$ cat config.mk
export PLATFORM = sky130hd
export DESIGN_NAME = simple_moving_average_top
export DESIGN_NICKNAME = d
export VERILOG_FILES = /design/src/hdl/smavg_pkg.sv /design/src/hdl/smavg_ctrl.sv /design/src/hdl/smavg_dpath.sv /design/src/hdl/simple_moving_average_top.sv
export SDC_FILE = /design/constraint.sdc
export NUM_CORES = 1
export LEC_CHECK = 0
export ABC_CLOCK_PERIOD_IN_PS = 7740
export BUFFER_PORTS_ARGS = -buffer_cell sky130_fd_sc_hd__buf_2
export CAP_MARGIN = 20
export CORE_MARGIN = 2
export CORE_UTILIZATION = 63
export DETAILED_ROUTE_END_ITERATION = 8
export PLACE_DENSITY = 0.79
export SYNTH_ARGS = -nofsm -noshare
export SYNTH_HDL_FRONTEND = slang
export SYNTH_SLANG_ARGS = --single-unit
$ cat constraint.sdc
create_clock -name clock -period 7.74 [get_ports clock]
set_input_delay 0.387 -clock clock [delete_from_list [all_inputs] [get_ports clock]]
set_output_delay 0.387 -clock clock [all_outputs]
set_load 0.01 [all_outputs]
$ cat src/hdl/smavg_pkg.sv
package smavg_pkg;

   localparam int MAX_WINDOW  = 64;
   localparam int SAMPLE_W    = 16;
   localparam int SUM_W       = 22;
   localparam int PTR_W       = 6;
   localparam int WIN_W       = 7;
   localparam int DIV_STEPS   = SUM_W;
   localparam int STEP_W      = 5;

   typedef struct packed {
      logic signed [SAMPLE_W-1:0] sample;
      logic                       last_sample;
   } req_payload_type;

   typedef struct packed {
      logic signed [SAMPLE_W-1:0] average;
      logic                       end_of_stream;
   } rsp_payload_type;

   typedef struct packed {
      logic capture;
      logic update;
      logic div_step;
      logic finish;
   } cmd_type;

   typedef struct packed {
      logic div_last;
   } status_type;

endpackage

$ cat src/hdl/smavg_ctrl.sv
module smavg_ctrl (
   input  logic                  clock,
   input  logic                  reset,
   input  logic                  req_valid,
   output logic                  req_ready,
   output logic                  rsp_valid,
   input  logic                  rsp_ready,
   input  smavg_pkg::status_type status,
   output smavg_pkg::cmd_type    cmd
);

   typedef enum logic [1:0] {
      S_IDLE,
      S_UPDATE,
      S_DIVIDE,
      S_FINISH
   } state_type;

   state_type state_ff;
   state_type state_in;
   logic      rsp_valid_ff;
   logic      rsp_valid_in;

   always_comb begin
      state_in     = state_ff;
      cmd          = '0;
      rsp_valid_in = rsp_valid_ff && !rsp_ready;
      case (state_ff)
         S_IDLE: begin
            if (req_valid) begin
               cmd.capture = 1'b1;
               state_in    = S_UPDATE;
            end
         end
         S_UPDATE: begin
            cmd.update = 1'b1;
            state_in   = S_DIVIDE;
         end
         S_DIVIDE: begin
            cmd.div_step = 1'b1;
            if (status.div_last) begin
               state_in = S_FINISH;
            end
         end
         S_FINISH: begin
            if (!rsp_valid_ff || rsp_ready) begin
               cmd.finish   = 1'b1;
               rsp_valid_in = 1'b1;
               state_in     = S_IDLE;
            end
         end
         default: begin
            state_in = S_IDLE;
         end
      endcase
   end

   always_ff @(posedge clock) begin
      if (reset) begin
         state_ff     <= S_IDLE;
         rsp_valid_ff <= 1'b0;
      end else begin
         state_ff     <= state_in;
         rsp_valid_ff <= rsp_valid_in;
      end
   end

   assign req_ready = (state_ff == S_IDLE);
   assign rsp_valid = rsp_valid_ff;

endmodule

$ cat src/hdl/smavg_dpath.sv
module smavg_dpath (
   input  logic                                 clock,
   input  logic                                 reset,
   input  logic                                 csr_write,
   input  logic [smavg_pkg::WIN_W-1:0]          csr_data,
   input  smavg_pkg::req_payload_type           req_payload,
   output smavg_pkg::rsp_payload_type           rsp_payload,
   input  smavg_pkg::cmd_type                   cmd,
   output smavg_pkg::status_type                status
);

   localparam int SW = smavg_pkg::SAMPLE_W;
   localparam int UW = smavg_pkg::SUM_W;
   localparam int PW = smavg_pkg::PTR_W;
   localparam int WW = smavg_pkg::WIN_W;
   localparam int TW = smavg_pkg::STEP_W;

   logic signed [SW-1:0] ring_mem [smavg_pkg::MAX_WINDOW];

   logic [WW-1:0]        window_ff;
   logic [WW-1:0]        win_eff;
   logic [PW-1:0]        old_addr;

   logic signed [SW-1:0] sample_ff;
   logic                 last_ff;
   logic signed [SW-1:0] old_ff;
   logic signed [UW-1:0] sum_ff;
   logic signed [UW-1:0] sum_in;
   logic [WW-1:0]        seen_ff;
   logic [PW-1:0]        wp_ff;
   logic                 drop_old;

   logic                 neg_ff;
   logic [UW-1:0]        quo_ff;
   logic [WW-1:0]        rem_ff;
   logic [WW:0]          rem_shift;
   logic [TW-1:0]        step_ff;

   logic [UW-1:0]              sum_mag;
   logic [SW-1:0]              avg;
   smavg_pkg::rsp_payload_type rsp_ff;

   always_comb begin
      if (window_ff == '0) begin
         win_eff = WW'(1);
      end else if (window_ff > WW'(smavg_pkg::MAX_WINDOW)) begin
         win_eff = WW'(smavg_pkg::MAX_WINDOW);
      end else begin
         win_eff = window_ff;
      end
   end

   assign old_addr = wp_ff - win_eff[PW-1:0];
   assign drop_old = (seen_ff >= win_eff);

   always_comb begin
      sum_in = sum_ff + UW'(sample_ff);
      if (drop_old) begin
         sum_in = sum_in - UW'(old_ff);
      end
   end

   assign sum_mag   = sum_in[UW-1] ? (UW'(0) - sum_in) : sum_in;
   assign rem_shift = {rem_ff, quo_ff[UW-1]};

   always_comb begin
      if (!neg_ff) begin
         avg = (quo_ff > UW'((1 << (SW - 1)) - 1)) ? {1'b0, {(SW-1){1'b1}}} : quo_ff[SW-1:0];
      end else begin
         avg = (quo_ff > UW'(1 << (SW - 1))) ? {1'b1, {(SW-1){1'b0}}}
                                             : (SW'(0) - quo_ff[SW-1:0]);
      end
   end

   always_ff @(posedge clock) begin
      if (reset) begin
         window_ff <= WW'(4);
         sum_ff    <= '0;
         seen_ff   <= '0;
         wp_ff     <= '0;
      end else begin
         if (csr_write) begin
            window_ff <= csr_data;
         end
         if (cmd.update) begin
            if (last_ff) begin
               sum_ff  <= '0;
               seen_ff <= '0;
               wp_ff   <= '0;
            end else begin
               sum_ff  <= sum_in;
               seen_ff <= drop_old ? seen_ff : (seen_ff + WW'(1));
               wp_ff   <= wp_ff + PW'(1);
            end
         end
      end
   end

   always_ff @(posedge clock) begin
      if (cmd.capture) begin
         sample_ff <= req_payload.sample;
         last_ff   <= req_payload.last_sample;
         old_ff    <= ring_mem[old_addr];
      end
      if (cmd.update) begin
         ring_mem[wp_ff] <= sample_ff;
      end
   end

   always_ff @(posedge clock) begin
      if (cmd.update) begin
         neg_ff  <= sum_in[UW-1];
         quo_ff  <= sum_mag;
         rem_ff  <= '0;
         step_ff <= '0;
      end else if (cmd.div_step) begin
         if (rem_shift >= {1'b0, win_eff}) begin
            rem_ff <= WW'(rem_shift - {1'b0, win_eff});
            quo_ff <= {quo_ff[UW-2:0], 1'b1};
         end else begin
            rem_ff <= rem_shift[WW-1:0];
            quo_ff <= {quo_ff[UW-2:0], 1'b0};
         end
         step_ff <= step_ff + TW'(1);
      end
      if (cmd.finish) begin
         rsp_ff.average       <= avg;
         rsp_ff.end_of_stream <= last_ff;
      end
   end

   assign status.div_last = (step_ff == TW'(smavg_pkg::DIV_STEPS - 1));
   assign rsp_payload     = rsp_ff;

endmodule

$ cat src/hdl/simple_moving_average_top.sv
// Channel  Direction  Ports                                   Payload
// req      in         req_valid, req_ready, req_payload       sample, last_sample
// rsp      out        rsp_valid, rsp_ready, rsp_payload       average, end_of_stream
// csr      in         csr_valid, csr_ready, csr_data          window_size
//
// A transaction is accepted in the idle state, which also reads the history ring. Then the
// sum is updated, the bit-serial divider runs, and the output register is loaded once it is
// free; requests are taken only in the idle state, so a new one waits until that load.
// Reset is synchronous and active high; the window size returns to 4.
// A waiting result does not block the next request; a stalled result only holds
// the finished quotient until the output register is free.
module simple_moving_average_top (
   input  logic                              clock,
   input  logic                              reset,
   input  logic                              req_valid,
   output logic                              req_ready,
   input  smavg_pkg::req_payload_type        req_payload,
   output logic                              rsp_valid,
   input  logic                              rsp_ready,
   output smavg_pkg::rsp_payload_type        rsp_payload,
   input  logic                              csr_valid,
   output logic                              csr_ready,
   input  logic [smavg_pkg::WIN_W-1:0]       csr_data
);

   smavg_pkg::cmd_type    cmd;
   smavg_pkg::status_type status;

   assign csr_ready = 1'b1;

   smavg_ctrl u_ctrl (
      .clock     (clock),
      .reset     (reset),
      .req_valid (req_valid),
      .req_ready (req_ready),
      .rsp_valid (rsp_valid),
      .rsp_ready (rsp_ready),
      .status    (status),
      .cmd       (cmd)
   );

   smavg_dpath u_dpath (
      .clock       (clock),
      .reset       (reset),
      .csr_write   (csr_valid && csr_ready),
      .csr_data    (csr_data),
      .req_payload (req_payload),
      .rsp_payload (rsp_payload),
      .cmd         (cmd),
      .status      (status)
   );

`ifndef SYNTHESIS
   a_busy_after_accept: assert property (@(posedge clock) disable iff (reset)
      (req_valid && req_ready) |=> !req_ready)
      else $error("request accepted while a transaction was still in progress");

   a_result_after_work: assert property (@(posedge clock) disable iff (reset)
      $rose(rsp_valid) |-> $past(!req_ready))
      else $error("result presented without a transaction in progress");

   a_finish_needs_room: assert property (@(posedge clock) disable iff (reset)
      (cmd.finish && rsp_valid) |-> rsp_ready)
      else $error("output register overwritten before it was taken");
`endif

endmodule
* After elaboration in Yosys (flattened, before gate mapping)
Memories as Yosys holds them, arrays and structs flattened. A register that Yosys moved wholly into a read port is not among the register bits. Index checks and enable logic that the tools add are counted.
Word-level totals: output and inout bits 20, word-level logic and storage cells 75, memory bits (writable) 1024, bits of input ports 29, memories 1, flip-flop bits (word level) 114
Memories:
- u_dpath.ring_mem | words 64, width 16, read ports 1, clocked after Yosys merged registers in 1, wr ports 1, RTL line smavg_dpath.sv:18 | logic signed [SW-1:0] ring_mem [smavg_pkg::MAX_WINDOW];
Operators by class: equal/unequal tests 8, muxes and demuxes 29, reduce and logical (&&, ||, !) cells 9, $lt $le $gt $ge 5, add/subtract/negate cells 9
Operators by type and width (number):
- $mux 22 | 5
- $mux 16 | 3
- $mux 7 | 5
- $add 22x16->22 | 1
- $gt 22x15->1 const B | 1
- $gt 22x16->1 const B | 1
- $sub 1x22->22 const A | 1
- $sub 22x16->22 | 1
- $sub 1x16->16 const A | 1
- $mux 1 | 11
- $ge 8x7->1 | 1
- $pmux 2 s4 | 1
- $add 7x1->7 const B | 1
- $ge 7x7->1 | 1
- $gt 7x7->1 const B | 1
- $logic_not 7->1 | 1
- $sub 7x7->7 | 1
- $add 6x1->6 const B | 1
- $mux 2 | 3
- $mux 6 | 1
- $sub 6x6->6 | 1
- $add 5x1->5 const B | 1
- $eq 5x5->1 const B | 1
- $eq 2x2->1 const B | 2
- other kinds (10) | 13

* Longest topological paths before layout
Gate-level depths: netlist of the first run.
depth in word-level cells 8, mapped depth 20, gate-level depth less buffers 18

* Cells and area by module
A second synthesis of the first run with hierarchy kept.
Second synthesis, totals: cells, all modules 2638, area total of the unflattened synthesis 48420.2 um2
By module, submodules not included:
- smavg_dpath | instances 1, cells each 2613, area an instance 48196.2 um2, sequential area each 34022.6 um2
- smavg_ctrl | instances 1, cells each 23, area an instance 212.7 um2, sequential area each 60.1 um2
- simple_moving_average_top | instances 1, cells each 2, area an instance 11.3 um2, sequential area each 0.0 um2

* Worst setup path after synthesis of the first run
OpenSTA, ideal clock, no wires.
path kind register -> register, start reg u_dpath.sample_ff[3], end reg u_dpath.quo_ff[19] (data pin), cell stages (with the launch flop) 21, required time 7.469 ns, slack 2.288 ns, setup time 0.271 ns, path buffers 2, arrival time 5.181 ns, clock period less this slack 5.452 ns, cells stage by stage edfxtp_1 > ha_1 > buf_2 > and2_1 > a221oi_1 > a21oi_1 > nor2_1 > xor2_1 > inv_1 > ha_1 > clkbuf_1 > a211oi_1 > o221ai_1 > a21oi_1 > o21bai_1 > xor2_1 > mux2_2 > nand4b_2 > o41ai_2 > xor2_1 > a21oi_1
Between the ends: cells in the longest elaborated chain, start to end 6
Ends and longest elaborated chain:
- start, declared | RTL line smavg_dpath.sv:24 | logic signed [SW-1:0] sample_ff;
- start signal, assigned | RTL line smavg_dpath.sv:101 | sample_ff <= req_payload.sample;
- $add 22x16->22 * | RTL line smavg_dpath.sv:57 | sum_in = sum_ff + UW'(sample_ff);
- $sub 22x16->22 | RTL line smavg_dpath.sv:59 | sum_in = sum_in - UW'(old_ff);
- $mux 22 * | RTL line smavg_dpath.sv:58 | if (drop_old) begin
- $sub 1x22->22 | RTL line smavg_dpath.sv:63 | assign sum_mag = sum_in[UW-1] ? (UW'(0) - sum_in) : sum_in;
- $mux 22 * | RTL line smavg_dpath.sv:63
- $mux 22 * | RTL line smavg_dpath.sv:111 | if (cmd.update) begin
- end signal, assigned | RTL line smavg_dpath.sv:113 | quo_ff <= sum_mag;
- end signal, assigned | RTL line smavg_dpath.sv:119 | quo_ff <= {quo_ff[UW-2:0], 1'b1};
- end signal, assigned | RTL line smavg_dpath.sv:122 | quo_ff <= {quo_ff[UW-2:0], 1'b0};
- end, declared | RTL line smavg_dpath.sv:34 | logic [UW-1:0] quo_ff;
Every way passes the cells marked *; elsewhere a longest branch is shown, timed or not. A chain may end at the register's enable or synchronous reset.

* Final worst setup path of the first run
start reg u_dpath.sample_ff[8], end reg u_dpath.quo_ff[14] (data pin)
Same word-level chain as after synthesis.

==> impl_metrics.yaml, run 1 <==
synth:
  syn-num-nets: 2737
  synth_top_cells_by_count: "edfxtp_1 (1097), mux4_2 (320), nor2_1 (193)"
  synth_top_family_by_area: "multiplexers"
  synth_top_area_frac: 0.681
  ys_ff_latch: 1154
  synthMostInstantiatedCell: "edfxtp_1"
  synth_edf_count: 1097
  synth_compound_area_frac: 0.0442
  synth_simple_gate_area_frac: 0.0449
  synth_xor_area_frac: 0.0112
  ys.flop_type: "edfxtp_1"
  async_reset_ff_frac: 0
  yosysWarnings: 0
  synth_mux_area_frac: 0.160
  ys_types: 83
  netlist_instances: 2633
  synth_fa_ha_area_frac: 0.0200
  syn_area_um2: 48400
  synth_top_cell_by_area: "edfxtp_1"
  syn_avg_cell_area_um2: 18.4
  ys_seq_area_frac: 0.705
  yosys-top-cells-area: "edfxtp_1 (68%), mux4_2 (15%), dfxtp_1 (2.4%)"
timing:
  final.setup.tns_ns: 0
  worst_pin_slew_ns: 1.15
  finalSetupViolCount: 0
  relSlewSlack: 0.228
  fmax_mhz: 174
  fin_skew_ns: 0.0446
  finalCritPeriodShare: 0.744
  hold_violations: 0
  slew_violations: 0
  min_period_ns: 5.76
  rsz0062_at_grt: "false"
route:
  first_iter_violations: 3476
  postRouteAntennaNets: 0
  route.detailed.drc: 0
  num_vias: 26600
  firstDrtPassIters: 6
  wl_per_cell_um: 30.7
  viasPerCell: 6.79
  wirelength_um: 120000
layout:
  multiInputGateArea_um2: 13600
  nFillCells: 4393
  design.final.nets: 2893
  regArea_um2: 34100
  drive_gt1_frac: 0.240
  syn_to_final_growth_pct: 12.0
critical_path:
  rrSetupSlack_ns: 1.98
  r2r_cells: 16
  worstPathRequired_ns: 8.17
  endpoint_kind: "register"
  critPathMaxFanout: 65
  critPathKind: "register to register"
  critPathLaunchType: "register"
  cp.arrival_ns: 6.19
power_and_ir_drop:
  vdd_drop_max_mv: 0.240
  power.static_leakage_nw: 17.8
  total_power_mw: 19.9
  power.density_nw_per_um2: 368
clocking:
  htreeDepth: 3
  root_buffer: "clkbuf_16"
  postCtsSetupBuffers: 0
  numCtsBuffers: 109
  cts.path.max_buffers: 3
  clkTransAtPathRegs_ns: 0.06
  clock-sinks: 1154
  clk_latency_ns: 0.70
  cts_tree: "done"
placed_design:
  place.gp.congestion: 0.887
  dp_hpwl_um: 67200
  io_buffers: 47
global_route:
  grt_max_degree: 93
  grt_pass1_vias: 27000
  grt_pass1_wl_um: 176000
  grt_overflow: 0
  antenna_found_initial: 2
  grt.total_usage: 0.312
run:
  cap_violations: 0
floorplan:
  pin_count: 49
  die_w_um: 281
  num_rows: 101
  core-area_um2: 75900
  die_area_um2: 79000
  start_util: 0.637
  die_y_um: 281
outcome:
  status: "completed"
min_path:
  hp-class: "input port to register"
  worstHoldPathCells: 2
## cell families (layout without fill, tap and decap cells)
logic type / count (synthesis) / in the layout
buffers and inverters: 191 / 437
DFF: 1154 / 1154
and+or+nand+nor: 460 / 460
muxes: 370 / 370
xor gates and xnor gates: 62 / 62
other: 1 / 2
adders and majority gates: 75 / 75
AOI/OAI and AO/OA: 320 / 320
## routing by layer
layer | GRT usage | part of all wire
met5 | 0 | 0
met4 | 0.108 | 0.034
met3 | 0.0673 | 0.11
met2 | 0.510 | 0.50
met1 | 0.421 | 0.36
## power by group
| group | switching (mW) | internal [mW] |
|---|---|---|
| combinational | 4.01 | 2.88 |
| sequential | 0.184 | 7.50 |
| clock | 2.32 | 3.04 |
| total | 6.52 | 13.4 |
## critical path: stages (launching register included)
cell	delay, ns
edfxtp_1	0.32
buf_4	0.59
ha_1	0.45
a21oi_1	0.23
o21ai_0	0.18
and2_1	0.20
a211oi_1	0.54
ha_1	0.45
a21oi_1	0.32
a21boi_0	0.55
xnor2_1	0.18
a21oi_1	0.24
a32o_1	0.28
nand3_1	0.26
o31ai_1	0.35
xor2_1	0.11
mux2_2	0.28
## path summary, 6_finish.rpt
path | to | from
max | u_dpath.quo_ff[14] | u_dpath.sample_ff[8]
min reg2reg | u_dpath.rem_ff[6] | u_dpath.rem_ff[6]
min | u_dpath.window_ff[2] | csr_valid
max reg2reg | u_dpath.quo_ff[14] | u_dpath.sample_ff[8]
## per-stage QoR
stage          utilization  instance area [um^2]  cells  setup slack, ns  hold slack, ns
6_report             0.713                 54200   3910             1.98           0.114
5_1_grt              0.713                 54200   3909             1.67           0.112
4_1_cts              0.713                 54200   3908             1.92          0.0775
3_5_place_dp         0.663                 50300   3682             1.90           0.475
3_3_place_gp         0.663                 50300   3682             2.07           0.456
2_1_floorplan            -                 48400   2633             2.29           0.424
## timing repair
action / in CTS / in global routing
resized for setup: 0 / 0
hold endpoints to repair: 25 / 0
hold buffers: 25 / 0
## cell type report
class / instances / area share
clock inverter: 69 / 0.0135
tap: 1030 / 0.0238
timing repair buffer: 177 / 0.0250
antenna: 1 / 0.0000462
multi-input combinational: 1288 / 0.252
inverter: 59 / 0.00409
clock buffer: 132 / 0.0529
sequential: 1154 / 0.629
## layout by cell type, fill, tap and decap left out, types with 56 or more instances in the layout
cell       instances
nand2_1           95
ha_1              69
a21oi_1           92
dfxtp_1           57
o21ai_0           56
inv_1             59
nor2_1           192
clkbuf_16        110
buf_4             98
mux4_2           320
edfxtp_1        1097
## registers in the layout, indices dropped and copies added, names as in the netlist
name	cells
u_ctrl.rsp_valid	1
u_dpath.step_ff	5
u_dpath.window_ff	7
u_dpath.sum_ff	22
u_dpath.wp_ff	6
u_dpath.seen_ff	7
u_dpath.neg_ff	1
u_dpath.last_ff	1
u_dpath.rsp_payload	17
u_dpath.sample_ff	16
u_dpath.rem_ff	7
u_dpath.quo_ff	22
u_dpath.ring_mem	1024
u_dpath.old_ff	16
u_ctrl.state_ff	2
No activity file was read; power rests on OpenSTA's default activity.
==> inputs of run 2 (changes only) <==
- ABC_CLOCK_PERIOD_IN_PS: 7740 -> 5300
- clock period: 7.74 -> 5.3 ns (I/O delays scaled with it)
==> impl_metrics.yaml, run 2 (same netlist as run 1, synthesis figures left out) <==
route:
  firstDrtPassIters: 5
  route.detailed.drc: 0
  wl_per_cell_um: 29.7
  postRouteAntennaNets: 0
  num_vias: 26500
  wirelength_um: 118000
  viasPerCell: 6.69
  first_iter_violations: 3276
layout:
  largest_reg_flops: 1024
  final_cell_mix: "edfxtp_1 (1097), mux4_2 (320), nor2_1 (193)"
  drive_gt1_frac: 0.251
  syn_to_final_growth_pct: 12.8
  nFillCells: 4374
  utilization: 0.718
  largest_register: "u_dpath.ring_mem"
  reg_top3: "u_dpath.ring_mem x1024, u_dpath.quo_ff x22, u_dpath.sum_ff x22"
  design.final.nets: 2944
  layout_commonest_cell: "edfxtp_1"
critical_path:
  r2r_cells: 18
  timing.rr.start: "u_dpath.sample_ff[0]"
  cp.arrival_ns: 5.59
  rrSetupSlack_ns: 0.13
  endpoint_kind: "register"
  critPathLaunchType: "register"
  critPathKind: "register to register"
  crit_start: "u_dpath.sample_ff[0]"
  worst_r2r_endpoint: "u_dpath.quo_ff[21]"
  worstPathRequired_ns: 5.72
  cp-endpoint: "u_dpath.quo_ff[21]"
  critPathMaxFanout: 5
placed_design:
  io_buffers: 47
  pre_cts_slack_ns: -0.130
  place.gp.congestion: 0.876
  dp_hpwl_um: 67400
timing:
  hold_violations: 0
  worst_pin_slew_ns: 1.39
  finalSetupViolCount: 0
  fin_skew_ns: 0.0328
  setup_ws_ns: 0.133
  min_period_ns: 5.17
  slew_violations: 0
  rsz0062_at_grt: "true"
  fmax_mhz: 194
  relSlewSlack: 0.0643
  finalCritPeriodShare: 0.975
clocking:
  cts_tree: "done"
  clock-sinks: 1154
  clkTransAtPathRegs_ns: 0.06
  htreeDepth: 3
  clk_latency_ns: 0.68
  cts.path.max_buffers: 3
  numCtsBuffers: 110
  root_buffer: "clkbuf_16"
power_and_ir_drop:
  vdd_drop_max_mv: 0.465
  seqPwrFrac: 0.386
  pwr-share-comb: 0.360
  power.static_leakage_nw: 18.0
  total_power_mw: 29.1
  power.density_nw_per_um2: 533
  netSwitchingPower_mw: 9.50
  p_sw_frac: 0.327
  p_clk_frac: 0.254
  power.internal_mw: 19.6
floorplan:
  pin_count: 49
  num_rows: 101
  die_y_um: 281
  start_util: 0.637
  die_area_um2: 79000
  die_w_um: 281
  core-area_um2: 75900
outcome:
  status: "completed"
global_route:
  grt_max_degree: 66
  grt_pass1_wl_um: 173000
  grt_overflow: 0
  grt.total_usage: 0.302
  antenna_found_initial: 6
  grt_pass1_vias: 26800
min_path:
  hp-class: "input port to register"
run:
  cap_violations: 0
==> run 2: cell count changes in the layout (fill, tap and decap cells not counted), sizes merged, moves of 2 or more <==
| cell | before | now |
|---|---|---|
| clkinv | 48 | 57 |
| dlygate4sd3 | 25 | 29 |
| clkbuf | 132 | 139 |
| bufinv | 12 | 4 |
| buf | 152 | 196 |
| clkinvlp | 8 | 3 |
| xnor2 | 29 | 31 |
==> run 2: critical path: stages (launching register included) <==
cell and delay, ns:
edfxtp_1 0.40, ha_2 0.22, fa_1 0.43, a211oi_2 0.29, o211ai_1 0.27, a21boi_0 0.23
o311a_1 0.42, ha_1 0.33, a21o_1 0.20, a31oi_1 0.24, nand3_1 0.10, a211o_1 0.30
and4_1 0.23, a221oi_4 0.22, buf_4 0.20, xnor2_1 0.22, buf_4 0.28, and3_1 0.13
a22o_1 0.19
==> run 2: through the flow <==
| stage | setup TNS [ns] | instances | instance area, um^2 | hold WS [ns] |
|---|---|---|---|---|
| CTS | 0 | 3952 | 54400 | 0.0105 |
| detailed placement | -0.623 | 3720 | 50700 | 0.444 |
| global route | -0.552 | 3962 | 54500 | 0.0370 |
| finish | 0 | 3962 | 54500 | 0.0507 |
| global placement | -0.216 | 3720 | 50700 | 0.447 |
| floorplan | 0 | 2633 | 48400 | 0.364 |
==> run 2: area by class of cell <==
type,instances,area [um^2],area share
diodes,1,2.50,0.0000459
multi-input cells,1290,13800,0.252
flip-flops and latches,1154,34100,0.625
clock buffers,139,2910,0.0534
repair buffers,225,1790,0.0329
well taps,1030,1290,0.0236
clock inverters,64,470,0.00863
inverters,59,221,0.00406
==> run 2: power groups by stage <==
stage                     clock, mW  combinational (mW)  sequential (mW)
after floorplan                   0                6.95             11.6
after global routing           7.77                11.2             11.3
after global placement            0                9.78             11.4
after detailed placement          0                10.0             11.4
final                          7.39                10.5             11.2
after CTS                      7.48                10.2             11.2
==> run 2: what timing repair did <==
action | CTS | global route
hold endpoints to repair | 25 | 0
gates cloned | 0 | 2
hold buffers | 29 | 0
pin swaps | 0 | 5
endpoints found under the setup margin | 11 | 19
setup buffers | 0 | 7
gates resized for setup | 1 | 19
==> run 2: worst min-delay path by stage <==
stage | from | end | depth (start not counted) | slack, ns
after global placement | req_payload[0] | u_dpath.last_ff | 1 | 0.45
after CTS | csr_valid | u_dpath.window_ff[4] | 3 | 0.01
after floorplan | req_payload[0] | u_dpath.last_ff | 0 | 0.36
after global routing | csr_valid | u_dpath.window_ff[4] | 3 | 0.04
final | csr_valid | u_dpath.window_ff[6] | 3 | 0.05
after detailed placement | req_payload[0] | u_dpath.last_ff | 1 | 0.44
==> run 2: per-layer routing <==
metal,track usage,wire length (um),up-vias
li1,-,-,11100
met1,0.417,44100,13600
met2,0.500,58400,1585
met3,0.0469,10700,261
met4,0.105,4190,8
met5,0,94,-
